### config.mk
export PLATFORM = sky130hd
export DESIGN_NAME = pfre_palette_ram
export DESIGN_NICKNAME = d
export VERILOG_FILES = /design/src/rtl/pfre_pkg.sv /design/src/rtl/pfre_palette_ram.sv
export SDC_FILE = /design/constraint.sdc
export NUM_CORES = 2
export LEC_CHECK = 0
export BUFFER_PORTS_ARGS = -buffer_cell sky130_fd_sc_hd__buf_2
export CORE_UTILIZATION = 40
export DETAILED_ROUTE_END_ITERATION = 12
export PLACE_DENSITY = 0.6
export SLEW_MARGIN = 10
export SYNTH_ARGS = -nofsm -noshare
export SYNTH_HDL_FRONTEND = slang
export SYNTH_MEMORY_MAX_BITS = 65536
export SYNTH_SLANG_ARGS = --single-unit
export TNS_END_PERCENT = 20
### constraint.sdc
create_clock -name clock -period 4.6 [get_ports clock]
set_input_delay 0.69 -clock clock [delete_from_list [all_inputs] [get_ports clock]]
set_output_delay 0.69 -clock clock [all_outputs]
set_load 0.03 [all_outputs]
### src/rtl/pfre_pkg.sv
// Shared types, constants and request codes of the palette fade and rotate engine.
`timescale 1ns / 1ps

package pfre_pkg;

   localparam int ENTRIES    = 256;
   localparam int IDX_W      = $clog2(ENTRIES);
   localparam int CHAN_W     = 6;
   localparam int NUM_CHANS  = 3;
   localparam int COLOR_W    = CHAN_W * NUM_CHANS;
   localparam int FRAC_BITS  = 5;
   localparam int OUT_SHIFT  = 2;
   localparam int OUT_W      = CHAN_W + OUT_SHIFT;
   localparam int REQ_W      = 3;
   localparam int AMT_W      = 6;

   localparam logic [IDX_W-1:0]  LAST_IDX   = IDX_W'(ENTRIES - 1);
   localparam logic [CHAN_W-1:0] CHAN_MAX   = {CHAN_W{1'b1}};
   localparam logic [AMT_W-1:0]  AMT_UNITY  = AMT_W'(1 << FRAC_BITS);

   localparam logic [REQ_W-1:0] REQ_WRITE  = 3'd0;
   localparam logic [REQ_W-1:0] REQ_READ   = 3'd1;
   localparam logic [REQ_W-1:0] REQ_FADE   = 3'd2;
   localparam logic [REQ_W-1:0] REQ_LIGHT  = 3'd3;
   localparam logic [REQ_W-1:0] REQ_ROTATE = 3'd4;
   localparam logic [REQ_W-1:0] REQ_CLEAR  = 3'd5;

   typedef enum logic {
      MAP_FADE,
      MAP_LIGHT
   } map_mode_type;

   typedef struct packed {
      logic               rd_en;
      logic [IDX_W-1:0]   rd_addr;
      logic               wr_en;
      logic [IDX_W-1:0]   wr_addr;
      logic [COLOR_W-1:0] wr_data;
   } ram_ctrl_type;

endpackage

### src/rtl/pfre_palette_ram.sv
// Palette storage: one write port and one registered read port.
`timescale 1ns / 1ps

module pfre_palette_ram (
   input  logic                          clock,
   input  pfre_pkg::ram_ctrl_type        ctrl,
   output logic [pfre_pkg::COLOR_W-1:0]  rd_data
);

   logic [pfre_pkg::COLOR_W-1:0] mem_ff [pfre_pkg::ENTRIES];
   logic [pfre_pkg::COLOR_W-1:0] rd_data_ff;

   always_ff @(posedge clock) begin
      if (ctrl.wr_en) begin
         mem_ff[ctrl.wr_addr] <= ctrl.wr_data;
      end
      if (ctrl.rd_en) begin
         rd_data_ff <= mem_ff[ctrl.rd_addr];
      end
   end

   assign rd_data = rd_data_ff;

endmodule

==> impl_results.html <==
<table>
<tr><th>Metric</th><th>Value</th></tr>
<tr><th colspan="2">Outcome</th></tr>
<tr><td>Status</td><td>finished, final reports clean</td></tr>
<tr><th colspan="2">Pwr</th></tr>
<tr><td>Power density relative to cell area</td><td>429 nW/µm²</td></tr>
<tr><td>Total power</td><td>0.0876 W</td></tr>
<tr><td>Leakage power of the design</td><td>64.6 nW</td></tr>
<tr><td>Highest ir drop seen on vdd</td><td>0.000342 V</td></tr>
<tr><th colspan="2">Clock network</th></tr>
<tr><td>Clock slew seen by the registers of the worst setup and hold paths</td><td>0.06 ns</td></tr>
<tr><td>Number of hold buffers added after CTS</td><td>0</td></tr>
<tr><td>Clk_lat worst skew</td><td>0.99 ns</td></tr>
<tr><td>Root cell of the clock tree</td><td>sky130_fd_sc_hd__clkbuf_16</td></tr>
<tr><td>Max H-tree Level</td><td>5</td></tr>
<tr><td>Number of clock sinks</td><td>4,626</td></tr>
<tr><td>Post-CTS Setup Bufs</td><td>0</td></tr>
<tr><td>Post-cts sizing count</td><td>0</td></tr>
<tr><td>Buffer depth of the longest clock path</td><td>4</td></tr>
<tr><td>TritonCTS clock tree</td><td>done</td></tr>
<tr><td>Number of clock buffers inserted by TritonCTS</td><td>450</td></tr>
<tr><th colspan="2">Job</th></tr>
<tr><td>Max-cap violation count</td><td>0</td></tr>
<tr><th colspan="2">Finish</th></tr>
<tr><td>Most frequent cells in the layout</td><td>sky130_fd_sc_hd__edfxtp_1, sky130_fd_sc_hd__mux4_2, sky130_fd_sc_hd__mux2i_1</td></tr>
<tr><td>Final-stage net count</td><td>8,955</td></tr>
<tr><td>Leading cell type in the layout, fill and taps excluded</td><td>sky130_fd_sc_hd__edfxtp_1</td></tr>
<tr><td>Final non-filler cell area</td><td>204,000 µm²</td></tr>
<tr><td>Area added between synthesis and finish</td><td>14.4%</td></tr>
<tr><td>Share of post-route cells with drive strength above 1</td><td>0.258</td></tr>
<tr><th colspan="2">Timing</th></tr>
<tr><td>Unrepaired setup endpoints after global routing</td><td>false</td></tr>
<tr><td>Max-slew headroom</td><td>0.119</td></tr>
<tr><td>Total count of hold-check failures in the final report</td><td>0</td></tr>
<tr><td>Fmax</td><td>286 MHz</td></tr>
<tr><td>Worst Tran Pin Value</td><td>1.31 ns</td></tr>
<tr><td>Max-slew violation count</td><td>0</td></tr>
<tr><td>Count of endpoints failing setup in the final report</td><td>0</td></tr>
<tr><td>Worst Skew</td><td>0.0596 ns</td></tr>
<tr><td>Final cycle utilization of the critical path</td><td>0.761</td></tr>
<tr><td>Crit path setup slack, layout</td><td>1.10 ns</td></tr>
<tr><td>Post-layout min period</td><td>3.50 ns</td></tr>
<tr><th colspan="2">Place</th></tr>
<tr><td>Worst slack at placement</td><td>0.0909 ns</td></tr>
<tr><td>Detailed Place HPWL</td><td>294,000 µm</td></tr>
<tr><td>Gpl congestion</td><td>0.923</td></tr>
<tr><td>Post-place instance area</td><td>190,000 µm²</td></tr>
<tr><td>Port buffer count</td><td>54</td></tr>
<tr><th colspan="2">Global routing</th></tr>
<tr><td>First-pass GRT wire length</td><td>685,000 µm</td></tr>
<tr><td>Pin count of the biggest net entering global routing</td><td>127</td></tr>
<tr><td>Number of antenna violations at the first check in global routing</td><td>39</td></tr>
<tr><td>Vias in the first global route</td><td>88,520</td></tr>
<tr><td>Global router's overall resource usage</td><td>0.214</td></tr>
<tr><td>Overflow after GRT</td><td>0</td></tr>
<tr><th colspan="2">Drt</th></tr>
<tr><td>Detailed-router iteration count before antenna repair</td><td>6</td></tr>
<tr><td>Routed wirelength normalized by instance count</td><td>32.3 µm</td></tr>
<tr><td>Detailed-route wire length</td><td>491,000 µm</td></tr>
<tr><td>Initial drt markers</td><td>11,718</td></tr>
<tr><td>Via count normalized by instance count</td><td>5.89</td></tr>
<tr><td>Number of routed nets with antenna violations</td><td>0</td></tr>
<tr><td>Vias post-DR</td><td>89,480</td></tr>
<tr><td>Total DRC errors in the routed layout</td><td>0</td></tr>
<tr><th colspan="2">Synthesis</th></tr>
<tr><td>Post-synthesis sequential element count</td><td>4,626</td></tr>
<tr><td>Synthesized area per cell</td><td>21.5 µm²</td></tr>
<tr><td>Number of distinct library cells after synthesis</td><td>40</td></tr>
<tr><td>EDFF count, synth</td><td>4,626</td></tr>
<tr><td>Mapped Nets</td><td>8,318</td></tr>
<tr><td>Post-synthesis instance total</td><td>8,281</td></tr>
<tr><td>Async set or reset register ratio after synthesis</td><td>0</td></tr>
<tr><td>Post-synthesis instance area</td><td>178,000 µm²</td></tr>
<tr><td>Top flip-flop cell by instance count after synthesis</td><td>sky130_fd_sc_hd__edfxtp_1</td></tr>
<tr><td>Warnings, synthesis</td><td>0</td></tr>
<tr><td>Fraction of the yosys area taken by sequential cells</td><td>0.779</td></tr>
<tr><th colspan="2">Setup path</th></tr>
<tr><td>Nature of the critical path endpoint</td><td>flip-flop</td></tr>
<tr><td>Maximum net fanout on the critical path</td><td>43</td></tr>
<tr><td>Startpoint types</td><td>input port</td></tr>
<tr><td>Setup CP Type</td><td>input port to flip-flop</td></tr>
<tr><td>Data arrival time of the critical path</td><td>4.29 ns</td></tr>
<tr><td>Data required, critical path</td><td>5.39 ns</td></tr>
<tr><th colspan="2">Floorplanning</th></tr>
<tr><td>Die ar.</td><td>449,000 µm²</td></tr>
<tr><td>Die span in y</td><td>670 µm</td></tr>
<tr><td>Width of the chip</td><td>670 µm</td></tr>
<tr><td>Number of primary I/O pins</td><td>55</td></tr>
<tr><td>Initial standard-cell utilization of the core</td><td>0.403</td></tr>
<tr><td>Core region area</td><td>443,000 µm²</td></tr>
<tr><td>Row Count</td><td>244</td></tr>
<tr><th colspan="2">Min path</th></tr>
<tr><td>Path class of the lowest-slack min-delay path</td><td>input port to flip-flop</td></tr>
</table>
==> kinds of logic (layout without fill, tap and decap cells) <==
family / Yosys count / after routing / synth area share
flip-flops: 4626 / 4626 / 0.779
multiplexers: 1656 / 1656 / 0.154
AO/OA/AOI/OAI: 862 / 862 / 0.0340
AND/OR/NAND/NOR: 637 / 637 / 0.0166
buffers and inverters: 500 / 1504 / 0.0172
other: 0 / 14 / 0
==> final timing paths <==
path / startpoint / to / slack, ns / cells after the start
max: ctrl[27] / rd_data[3] / 1.10 / 9
min: ctrl[2] / mem_ff[179][2] / 0.12 / 1
max reg2reg: mem_ff[179][2] / rd_data[2] / 1.57 / 6
min reg2reg: mem_ff[107][17] / rd_data[17] / 1.12 / 6
==> worst max-delay path, cell delays in order <==
cell	delay (ns)
sky130_fd_sc_hd__buf_12	0.26
sky130_fd_sc_hd__buf_12	0.28
sky130_fd_sc_hd__buf_12	0.31
sky130_fd_sc_hd__mux2i_1	0.14
sky130_fd_sc_hd__o221ai_1	0.42
sky130_fd_sc_hd__a21oi_1	0.30
sky130_fd_sc_hd__a31oi_1	0.74
sky130_fd_sc_hd__nand4_1	0.52
sky130_fd_sc_hd__nor4_2	0.38
==> registers in the layout (all words and copies together) (netlist names) <==
signal / count
rd_data: 18
mem_ff: 4608
==> synthesized netlist by cell type (all sizes together), types with 23 or more instances <==
cell       n  area [µm²]
nand3     23         115
a21oi    190         951
o22ai    238        1490
o221ai   318        2790
buf      268        2210
clkbuf   228         856
nand2     81         304
nor2     290        1090
mux2i    792        7930
nand4     27         169
nor4      34         332
edfxtp  4626      139000
a22oi     51         383
nor3     159         796
mux4     864       19500
==> through the flow <==
stage | std cells | TNS [ns] | hold slack (ns) | util
after floorplan | 8281 | 0 | 0.789 | -
after global placement | 14368 | -0.0476 | 1.07 | 0.428
after detailed placement | 14369 | 0 | 1.09 | 0.428
after CTS | 15188 | 0 | 0.0764 | 0.461
after global routing | 15194 | 0 | 0.102 | 0.461
final | 15203 | 0 | 0.116 | 0.461
==> layout make-up <==
class / instances / area, µm²
well taps: 5904 / 7390
multi-input cells: 3155 / 37000
repair buffers: 681 / 6400
flip-flops and latches: 4626 / 139000
clock buffers: 551 / 11800
clock inverters: 268 / 2600
fillers: 36537 / 239000
diodes: 14 / 35.0
inverters: 4 / 27.5
==> power by group <==
| part | internal, W | switching, W | total (W) | leakage (nW) |
|---|---|---|---|---|
| sequential | 0.0465 | 0.0000929 | 0.0466 | 41.6 |
| clock | 0.0206 | 0.0158 | 0.0364 | 7.00 |
| combinational | 0.00155 | 0.00304 | 0.00458 | 16.1 |
==> layer usage <==
metal  up-vias  GRT usage  part of all wire
met1     47684      0.298              0.40
met4         8     0.0788             0.042
met3       803     0.0341             0.088
li1      36525          -                 -
met5         -          0           0.00012
met2      4460      0.341              0.47
(Power assumes the default switching activity.)
