**src/rtl/pfre_pkg.sv**
```systemverilog
// Shared types, constants and request codes of the palette fade and rotate engine.
`timescale 1ns / 1ps

package pfre_pkg;

   localparam int ENTRIES    = 256;
   localparam int IDX_W      = $clog2(ENTRIES);
   localparam int CHAN_W     = 6;
   localparam int NUM_CHANS  = 3;
   localparam int COLOR_W    = CHAN_W * NUM_CHANS;
   localparam int FRAC_BITS  = 5;
   localparam int OUT_SHIFT  = 2;
   localparam int OUT_W      = CHAN_W + OUT_SHIFT;
   localparam int REQ_W      = 3;
   localparam int AMT_W      = 6;

   localparam logic [IDX_W-1:0]  LAST_IDX   = IDX_W'(ENTRIES - 1);
   localparam logic [CHAN_W-1:0] CHAN_MAX   = {CHAN_W{1'b1}};
   localparam logic [AMT_W-1:0]  AMT_UNITY  = AMT_W'(1 << FRAC_BITS);

   localparam logic [REQ_W-1:0] REQ_WRITE  = 3'd0;
   localparam logic [REQ_W-1:0] REQ_READ   = 3'd1;
   localparam logic [REQ_W-1:0] REQ_FADE   = 3'd2;
   localparam logic [REQ_W-1:0] REQ_LIGHT  = 3'd3;
   localparam logic [REQ_W-1:0] REQ_ROTATE = 3'd4;
   localparam logic [REQ_W-1:0] REQ_CLEAR  = 3'd5;

   typedef enum logic {
      MAP_FADE,
      MAP_LIGHT
   } map_mode_type;

   typedef struct packed {
      logic               rd_en;
      logic [IDX_W-1:0]   rd_addr;
      logic               wr_en;
      logic [IDX_W-1:0]   wr_addr;
      logic [COLOR_W-1:0] wr_data;
   } ram_ctrl_type;

endpackage

```
**src/rtl/pfre_color_unit.sv**
```systemverilog
// Shared per-entry color arithmetic: fade toward black or light up toward white.
`timescale 1ns / 1ps

module pfre_color_unit (
   input  pfre_pkg::map_mode_type                 mode,
   input  logic [pfre_pkg::AMT_W-1:0]             amount,
   input  logic [pfre_pkg::COLOR_W-1:0]           color_in,
   output logic [pfre_pkg::COLOR_W-1:0]           color_out
);

   for (genvar ch = 0; ch < pfre_pkg::NUM_CHANS; ch++) begin : g_chan
      logic [pfre_pkg::CHAN_W-1:0]   x;
      logic [pfre_pkg::CHAN_W-1:0]   mul_a;
      logic [2*pfre_pkg::CHAN_W-1:0] prod;
      logic [2*pfre_pkg::CHAN_W:0]   sum;
      logic [pfre_pkg::CHAN_W-1:0]   res;

      assign x     = color_in[ch*pfre_pkg::CHAN_W +: pfre_pkg::CHAN_W];
      assign mul_a = (mode == pfre_pkg::MAP_FADE) ? x : pfre_pkg::CHAN_MAX - x;
      assign prod  = mul_a * amount;
      assign sum   = {2'b00, x, {pfre_pkg::FRAC_BITS{1'b0}}} + {1'b0, prod};

      always_comb begin
         if (mode == pfre_pkg::MAP_FADE) begin
            res = prod[pfre_pkg::CHAN_W+pfre_pkg::FRAC_BITS-1:pfre_pkg::FRAC_BITS];
         end else if (sum[2*pfre_pkg::CHAN_W:pfre_pkg::CHAN_W+pfre_pkg::FRAC_BITS] != '0) begin
            res = pfre_pkg::CHAN_MAX;
         end else begin
            res = sum[pfre_pkg::CHAN_W+pfre_pkg::FRAC_BITS-1:pfre_pkg::FRAC_BITS];
         end
      end

      assign color_out[ch*pfre_pkg::CHAN_W +: pfre_pkg::CHAN_W] = res;
   end

endmodule

```
**config.mk**
```make
export PLATFORM = sky130hd
export DESIGN_NAME = pfre_color_unit
export DESIGN_NICKNAME = d
export VERILOG_FILES = /design/src/rtl/pfre_pkg.sv /design/src/rtl/pfre_color_unit.sv
export SDC_FILE = /design/constraint.sdc
export NUM_CORES = 1
export LEC_CHECK = 0
export BUFFER_PORTS_ARGS = -buffer_cell sky130_fd_sc_hd__buf_4
export CAP_MARGIN = 20
export CELL_PAD_IN_SITES_DETAIL_PLACEMENT = 1
export CELL_PAD_IN_SITES_GLOBAL_PLACEMENT = 1
export CORE_ASPECT_RATIO = 2
export CORE_UTILIZATION = 48
export DETAILED_ROUTE_END_ITERATION = 10
export GPL_TIMING_DRIVEN = 0
export PLACE_DENSITY_LB_ADDON = 0.1
export SYNTH_ARGS = -nofsm -noshare
export SYNTH_HDL_FRONTEND = slang
export SYNTH_SLANG_ARGS = --single-unit
```
**constraint.sdc**
```tcl
create_clock -name vclk -period 9.56
set_input_delay 1.434 -clock vclk [all_inputs]
set_output_delay 1.434 -clock vclk [all_outputs]
set_load 0.01 [all_outputs]
```
==> results.sh, run 1 <==
export IMPL_tns_ns=0
export IMPL_fin_crit_sh_pct=96.1
export IMPL_cap_violations=0
export IMPL_min_path_type="input pin to output pin"
export IMPL_worstPathMaxFanout=10
export IMPL_cp_arrival_ns=7.76
export IMPL_routed_wl_um=12600
export IMPL_total_power_mw=1.27
export IMPL_synth_largest_area_cell="fa_1"
export IMPL_track_usage_pct=29.4
export IMPL_grt_pass1_vias=4438
export IMPL_crit_required_ns=8.13
export IMPL_antenna_found_initial=0
export IMPL_grt_ovfl_total=0
export IMPL_slew_violations=0
export IMPL_cts_setup_buffers=0
export IMPL_n_clock_buffer=0
export IMPL_grt_max_degree=11
export IMPL_relSlewSlack_pct=50.3
export IMPL_worst_slack_ns=0.369
export IMPL_port_buffers=42
export IMPL_final_nets=710
export IMPL_power_density_nw_per_um2=270
export IMPL_drt_first_pass_iters=4
export IMPL_dp_hpwl_um=11100
export IMPL_worst_pin_slew_ns=0.746
export IMPL_die_h_um=135
export IMPL_finalSetupViolations=0
export IMPL_fp_dieW_um=68.3
export IMPL_start_kind="input pin"
export IMPL_cts_hold_buf=0
export IMPL_dp_worst_setup_slack_ns=-0.201
export IMPL_rsz0062_at_grt="no"
export IMPL_p_leak_nw=2.40
export IMPL_synth_area_per_cell_um2=8.10
export IMPL_final_cell_mix="ha_1 (69), inv_1 (68), and2_1 (65)"
export IMPL_path_class="input pin to output pin"
export IMPL_crit_path_end_kind="output pin"
export IMPL_fin_util_pct=54.7
export IMPL_start_util_pct=49.1
export IMPL_gp_congestion=0.904
export IMPL_dr_total_vias=3936
export IMPL_grt_pass1_wl_um=20400
export IMPL_synth_nets=666
export IMPL_register_area_um2=0
export IMPL_period_needed_ns=9.19
export IMPL_io_pins=43
export IMPL_drc=0
export IMPL_synthesis_area_um2=4220
export IMPL_netlist_area_leader_share_pct=24.2
export IMPL_synth_distinct_cells=53
export IMPL_status="finished clean"
export IMPL_nFlopsAndLatches=0
export IMPL_area_growth_syn_to_layout_pct=11.4
export IMPL_vias_per_cell=5.94
export IMPL_syn_inst=521
export IMPL_drt_iter0_markers=56
export IMPL_synth_area_top_cells="fa_1 (24%), ha_1 (20%), and2_1 (9.6%)"
export IMPL_diodes=0
export IMPL_mostFrequentLayoutCell="ha_1"
export IMPL_coreArea_um2=8590
export IMPL_std_cell_rows=48
export IMPL_seq_area_frac_synth_pct=0
export IMPL_dieArea_um2=9190
export IMPL_ir_drop_v=0.000210
export IMPL_ys_warn_count=0
export IMPL_hold_viol=0
export IMPL_wl_per_cell_um=19.1
export IMPL_cts_resized_gates=2
export IMPL_max_freq_mhz=109
export IMPL_ant_nets=0
export IMPL_drive_gt1_share_pct=10.8
-- synthesized netlist by cell type (4+ instances only) --
cell,number
a2bb2oi_1,4
nor2b_1,6
nor3_1,12
xnor2_1,13
inv_1,68
nor4_1,6
nand2_1,49
or3_1,6
a21oi_1,17
nor3b_1,4
o21ai_0,6
xor2_1,29
a21o_1,6
nor2_1,23
and2_1,65
nand3_1,11
or2_2,4
clkbuf_1,9
ha_1,69
nand2b_1,8
a311oi_1,4
fa_1,51
-- critical path, cell delays in order --
cell	delay, ns
buf_4	0.17
clkbuf_2	0.33
buf_2	0.46
xor2_1	0.43
nand2_1	0.14
fa_1	0.52
fa_1	0.53
fa_1	0.59
inv_1	0.05
ha_1	0.33
nand3_1	0.09
a211o_1	0.31
nand2_1	0.10
xor2_1	0.21
inv_1	0.10
fa_1	0.44
nor2b_1	0.13
o21ai_0	0.14
a21oi_1	0.30
nand4b_1	0.14
o211ai_1	0.44
a32oi_1	0.18
buf_4	0.17
-- cells by family (layout without fill, tap and decap cells) --
kind of cell               Yosys count  in the layout  share of synthesized area (%)
and+or+nand+nor                    209            209                           26.9
adders and majority gates          120            120                           44.7
buffers and inverters               79            121                           7.12
AOI/OAI and AO/OA                   65             65                           11.0
xor gates and xnor gates            42             42                           8.72
muxes                                6              6                           1.51
-- path summary, 6_finish.rpt --
kind | slack, ns | depth (start not counted) | start | endpoint
min | 3.40 | 5 | color_in[6] | color_out[6]
max | 0.37 | 23 | mode | color_out[7]
-- stage by stage --
| step | hold slack, ns | cell area (um^2) | std cells |
|---|---|---|---|
| floorplan | 3.21 | 4220 | 521 |
| global placement | 3.38 | 4660 | 663 |
| detailed placement | 3.41 | 4660 | 663 |
| CTS | 3.41 | 4660 | 663 |
| global route | 3.46 | 4700 | 663 |
| finish | 3.40 | 4700 | 663 |
-- cell type report --
| cell class | count | area, um^2 |
|---|---|---|
| Inverter | 68 | 255 |
| Multi-Input combinational cell | 442 | 3950 |
| Fill cell | 1086 | 3890 |
| Buffer | 11 | 48.8 |
| Tap cell | 100 | 125 |
| Timing Repair Buffer | 42 | 315 |
-- routing by layer --
metal | GRT usage (%) | wire length [um] | vias up
met5 | 0 | 0 | -
met4 | 11.0 | 431 | 0
met3 | 0.929 | 149 | 29
met2 | 60.6 | 7780 | 67
met1 | 27.7 | 4270 | 2020
li1 | - | - | 1820
-- report_power, final --
group	total (mW)	switching (mW)	internal [mW]	leakage, nW
Sequential	0	0	0	0
Clock	0	0	0	0
Combinational	1.27	0.694	0.575	2.40
No activity file was read; power rests on OpenSTA's default activity.
==> inputs of run 2 (changes only) <==
--- a/config.mk
+++ b/config.mk
@@ -12,8 +12,8 @@
 export CORE_ASPECT_RATIO = 2
 export CORE_UTILIZATION = 48
 export DETAILED_ROUTE_END_ITERATION = 10
-export GPL_TIMING_DRIVEN = 0
 export PLACE_DENSITY_LB_ADDON = 0.1
+export RECOVER_POWER = 50
 export SYNTH_ARGS = -nofsm -noshare
 export SYNTH_HDL_FRONTEND = slang
 export SYNTH_SLANG_ARGS = --single-unit
==> run 2 against run 1 <==
Fmax up 4.7%. Power down 0.92%. Wire length is 3.2% lower. Final area fell by 1.8%. Combinational power is essentially flat. Clock-buffer cell count is the same. Hold slack about the same. Die area is the same. Critical path type unchanged. Via count down 2.7%. Sequential cell count is the same.
==> results.sh, run 2 (synthesis gave the netlist of run 1 again) <==
export IMPL_cts_hold_buf=0
export IMPL_critPathMaxStageDelay_ns=0.55
export IMPL_holdWs_ns=3.40
export IMPL_multi_input_area_um2=3920
export IMPL_dr_total_vias=3829
export IMPL_worst_pin_slew_ns=0.625
export IMPL_dp_worst_setup_slack_ns=0.781
export IMPL_port_buffers=43
export IMPL_crit_slowest_cell="fa_1"
export IMPL_fin_crit_sh_pct=91.8
export IMPL_rsz0062_at_grt="no"
export IMPL_start_util_pct=49.1
export IMPL_mostFrequentLayoutCell="ha_1"
export IMPL_status="finished clean"
export IMPL_nFillCells=1108
export IMPL_nFlopsAndLatches=0
export IMPL_power_density_nw_per_um2=272
export IMPL_p_leak_nw=2.36
export IMPL_path_class="input pin to output pin"
export IMPL_io_pins=43
export IMPL_max_freq_mhz=114
export IMPL_routed_wl_um=12200
export IMPL_min_path_type="input pin to output pin"
export IMPL_std_cell_rows=48
export IMPL_n_clock_buffer=0
export IMPL_drive_gt1_share_pct=8.83
export IMPL_gp_congestion=0.852
export IMPL_wl_per_cell_um=18.7
export IMPL_tns_ns=0
export IMPL_path_cells="buf_4 > xor2_1 > and2_1 > fa_1 > inv_1 > fa_1 > fa_1 > inv_1 > ha_1 > nand3_1 > a211o_1 > nand2_1 > xor2_1 > inv_1 > fa_1 > nor2b_1 > o21ai_0 > a21oi_1 > nand4b_1 > o211ai_1 > a32oi_1 > buf_4"
export IMPL_area_growth_syn_to_layout_pct=9.37
export IMPL_ir_drop_v=0.000196
export IMPL_antenna_found_initial=0
export IMPL_drc=0
export IMPL_cts_setup_buffers=0
export IMPL_final_cells=655
export IMPL_final_cell_mix="ha_1 (69), inv_1 (68), and2_1 (63)"
export IMPL_track_usage_pct=28.9
export IMPL_register_area_um2=0
export IMPL_crit_required_ns=8.13
export IMPL_final_nets=702
export IMPL_worst_slack_ns=0.783
export IMPL_finalSetupViolations=0
export IMPL_worstPathMaxFanout=45
export IMPL_cts_resized_gates=0
export IMPL_coreArea_um2=8590
export IMPL_total_power_mw=1.26
export IMPL_drt_first_pass_iters=4
export IMPL_period_needed_ns=8.78
export IMPL_die_h_um=135
export IMPL_slew_violations=0
export IMPL_relSlewSlack_pct=58.0
export IMPL_crit_path_end_kind="output pin"
export IMPL_start_kind="input pin"
export IMPL_crit_buf_inv=5
export IMPL_crit_family="adder cells"
export IMPL_dp_cells=655
export IMPL_cp_arrival_ns=7.34
export IMPL_dp_hpwl_um=10700
export IMPL_grt_pass1_wl_um=20400
export IMPL_vias_per_cell=5.85
export IMPL_critPathMostFrequentCell="fa_1"
export IMPL_cap_violations=0
export IMPL_diodes=0
export IMPL_grt_pass1_vias=4553
export IMPL_fp_dieW_um=68.3
export IMPL_grt_max_degree=46
export IMPL_grt_ovfl_total=0
export IMPL_drt_iter0_markers=78
export IMPL_hold_viol=0
export IMPL_dieArea_um2=9190
export IMPL_ant_nets=0
run 2: cell count changes in the layout (fill, tap and decap cells not counted):
cell / delta
nor3_1: +1
buf_4: -4
buf_2: -1
nor3_2: -1
xor2_2: -4
xor2_1: +4
and2_0: +2
clkbuf_1: -1
clkbuf_2: -2
and2_1: -2
run 2: where the power goes:
part	switching, mW	leakage, nW	internal, mW
Sequential	0	0	0
Clock	0	0	0
Combinational	0.703	2.36	0.554
run 2: stage by stage:
| step | util [%] | instance area (um^2) |
|---|---|---|
| global route | 53.7 | 4610 |
| floorplan | - | 4220 |
| CTS | 54.0 | 4640 |
| detailed placement | 54.0 | 4640 |
| finish | 53.7 | 4610 |
| global placement | 54.0 | 4640 |
run 2: worst paths after layout:
kind                    start            to  cells after the start
setup / recovery         mode  color_out[7]                     22
hold / removal    color_in[6]  color_out[6]                      5
run 2: cell type report:
class                           instances  area share [%]
Tap cell                              100            2.71
Inverter                               68            5.53
Multi-Input combinational cell        442            84.9
Timing Repair Buffer                   45            6.83
run 2: worst min-delay path, cell delays in order:
cell	delay, ns
buf_4	0.10
ha_1	0.12
nor2_1	0.04
a21oi_1	0.14
buf_4	0.13
run 2: layer usage:
metal	GRT usage [%]	part of all wire (%)	up-vias
met1	26.4	32	1909
li1	-	-	1807
met2	59.6	62	72
met5	0	0	-
met3	1.52	1.4	41
met4	12.3	4.8	0
==> inputs of run 3 (changes only) <==
--- a/config.mk
+++ b/config.mk
@@ -12,7 +12,7 @@
 export CORE_ASPECT_RATIO = 2
 export CORE_UTILIZATION = 48
 export DETAILED_ROUTE_END_ITERATION = 10
-export PLACE_DENSITY_LB_ADDON = 0.1
+export PLACE_DENSITY = 0.95
 export RECOVER_POWER = 50
 export SYNTH_ARGS = -nofsm -noshare
 export SYNTH_HDL_FRONTEND = slang
==> run 3 against run 2 <==
Non-clock buffer count is 1 higher. Hold slack gained 0.019 ns. Core utilization about the same. Largest power group unchanged.
==> results.sh, run 3 (synthesis gave the netlist of run 1 again) <==
export IMPL_holdWs_ns=3.42
export IMPL_worstPathMaxFanout=45
export IMPL_start_kind="input pin"
export IMPL_tns_ns=0
export IMPL_ir_drop_v=0.000171
export IMPL_cts_hold_buf=0
export IMPL_port_buffers=43
export IMPL_gp_congestion=0.868
export IMPL_ant_nets=0
export IMPL_cap_violations=0
export IMPL_p_sw_mw=0.699
export IMPL_final_cells=656
export IMPL_dr_total_vias=3936
export IMPL_status="finished clean"
export IMPL_dieArea_um2=9190
export IMPL_n_clock_buffer=0
export IMPL_die_h_um=135
export IMPL_hold_viol=0
export IMPL_p_int_mw=0.553
export IMPL_nFlopsAndLatches=0
export IMPL_dp_cells=656
export IMPL_rsz0062_at_grt="no"
export IMPL_power_frac_seq_pct=0
export IMPL_grt_pass1_wl_um=21200
export IMPL_grt_pass1_vias=4721
export IMPL_drive_gt1_share_pct=8.81
export IMPL_p_comb_share_pct=100.0
export IMPL_path_class="input pin to output pin"
export IMPL_power_density_nw_per_um2=271
export IMPL_io_pins=43
export IMPL_crit_required_ns=8.13
export IMPL_drc=0
export IMPL_dp_hpwl_um=11100
export IMPL_register_area_um2=0
export IMPL_crit_slowest_cell="fa_1"
export IMPL_dp_worst_setup_slack_ns=0.764
export IMPL_worst_slack_ns=0.732
export IMPL_min_path_type="input pin to output pin"
export IMPL_antenna_found_initial=0
export IMPL_crit_path_end_kind="output pin"
export IMPL_routed_wl_um=12600
export IMPL_switching_share_pct=55.9
export IMPL_fp_dieW_um=68.3
export IMPL_vias_per_cell=6.00
export IMPL_final_cell_mix="ha_1 (69), inv_1 (68), and2_1 (64)"
export IMPL_coreArea_um2=8590
export IMPL_fin_util_pct=53.8
export IMPL_relSlewSlack_pct=57.5
export IMPL_grt_ovfl_total=0
export IMPL_critPathMaxStageDelay_ns=0.53
export IMPL_track_usage_pct=30.4
export IMPL_cp_arrival_ns=7.39
export IMPL_drt_first_pass_iters=4
export IMPL_wl_per_cell_um=19.2
export IMPL_final_nets=703
export IMPL_cts_resized_gates=0
export IMPL_p_clk_share_pct=0
export IMPL_start_util_pct=49.1
export IMPL_diodes=0
export IMPL_cts_setup_buffers=0
export IMPL_slew_violations=0
export IMPL_grt_max_degree=46
export IMPL_std_cell_rows=48
export IMPL_area_growth_syn_to_layout_pct=9.46
export IMPL_mostFrequentLayoutCell="ha_1"
export IMPL_period_needed_ns=8.83
export IMPL_max_freq_mhz=113
export IMPL_path_cells="buf_4 > xor2_1 > and2_1 > fa_1 > inv_1 > fa_1 > fa_1 > inv_1 > ha_1 > a21oi_1 > nand2_1 > a21oi_1 > xnor2_1 > ha_1 > nor2b_1 > o21ai_0 > a21oi_1 > o21a_1 > nor3_1 > a21boi_0 > a2bb2oi_1 > buf_4"
export IMPL_fin_crit_sh_pct=92.3
export IMPL_worst_pin_slew_ns=0.632
export IMPL_drt_iter0_markers=101
export IMPL_p_leak_nw=2.36
export IMPL_finalSetupViolations=0
run 3: cell types whose count changed in the layout (fill, tap and decap cells not counted):
cell and delta:
and2_1 +1, clkbuf_1 +1, and2_0 -1
run 3: path summary, 6_finish.rpt:
path                     from            end  cells after the start
hold / removal    color_in[6]   color_out[6]                      5
setup / recovery         mode  color_out[15]                     22
run 3: power groups by stage:
stage	Sequential, mW	Clock (mW)	Combinational, mW
after floorplan	0	0	0.890
after global placement	0	0	1.18
after detailed placement	0	0	1.28
after CTS	0	0	1.29
after global routing	0	0	1.41
final	0	0	1.25
run 3: cell type report:
type | instances | area, um^2
Tap cell | 100 | 125
Inverter | 68 | 255
Multi-Input combinational cell | 442 | 3920
Timing Repair Buffer | 46 | 319
Fill cell | 1091 | 3970
run 3: layer usage:
| metal | GRT usage, % | wire length [um] | vias to the layer above |
|---|---|---|---|
| li1 | - | - | 1809 |
| met1 | 25.9 | 3920 | 1929 |
| met2 | 59.0 | 7380 | 119 |
| met3 | 4.14 | 356 | 79 |
| met4 | 21.4 | 951 | 0 |
| met5 | 0 | 0 | - |
run 3: metrics by stage:
step / cell area [um^2] / total power [mW]
6_report: 4620 / 1.25
5_1_grt: 4620 / 1.41
4_1_cts: 4640 / 1.29
3_5_place_dp: 4640 / 1.28
3_3_place_gp: 4640 / 1.18
2_1_floorplan: 4220 / 0.890
run 3: worst max-delay path, delay by kind of cell:
kind / cells / cell delay [ns]
fa+ha+maj: 5 / 2.17
compound gates: 7 / 1.59
simple gates: 4 / 1.00
buf+inv: 4 / 0.74
xor+xnor: 2 / 0.42
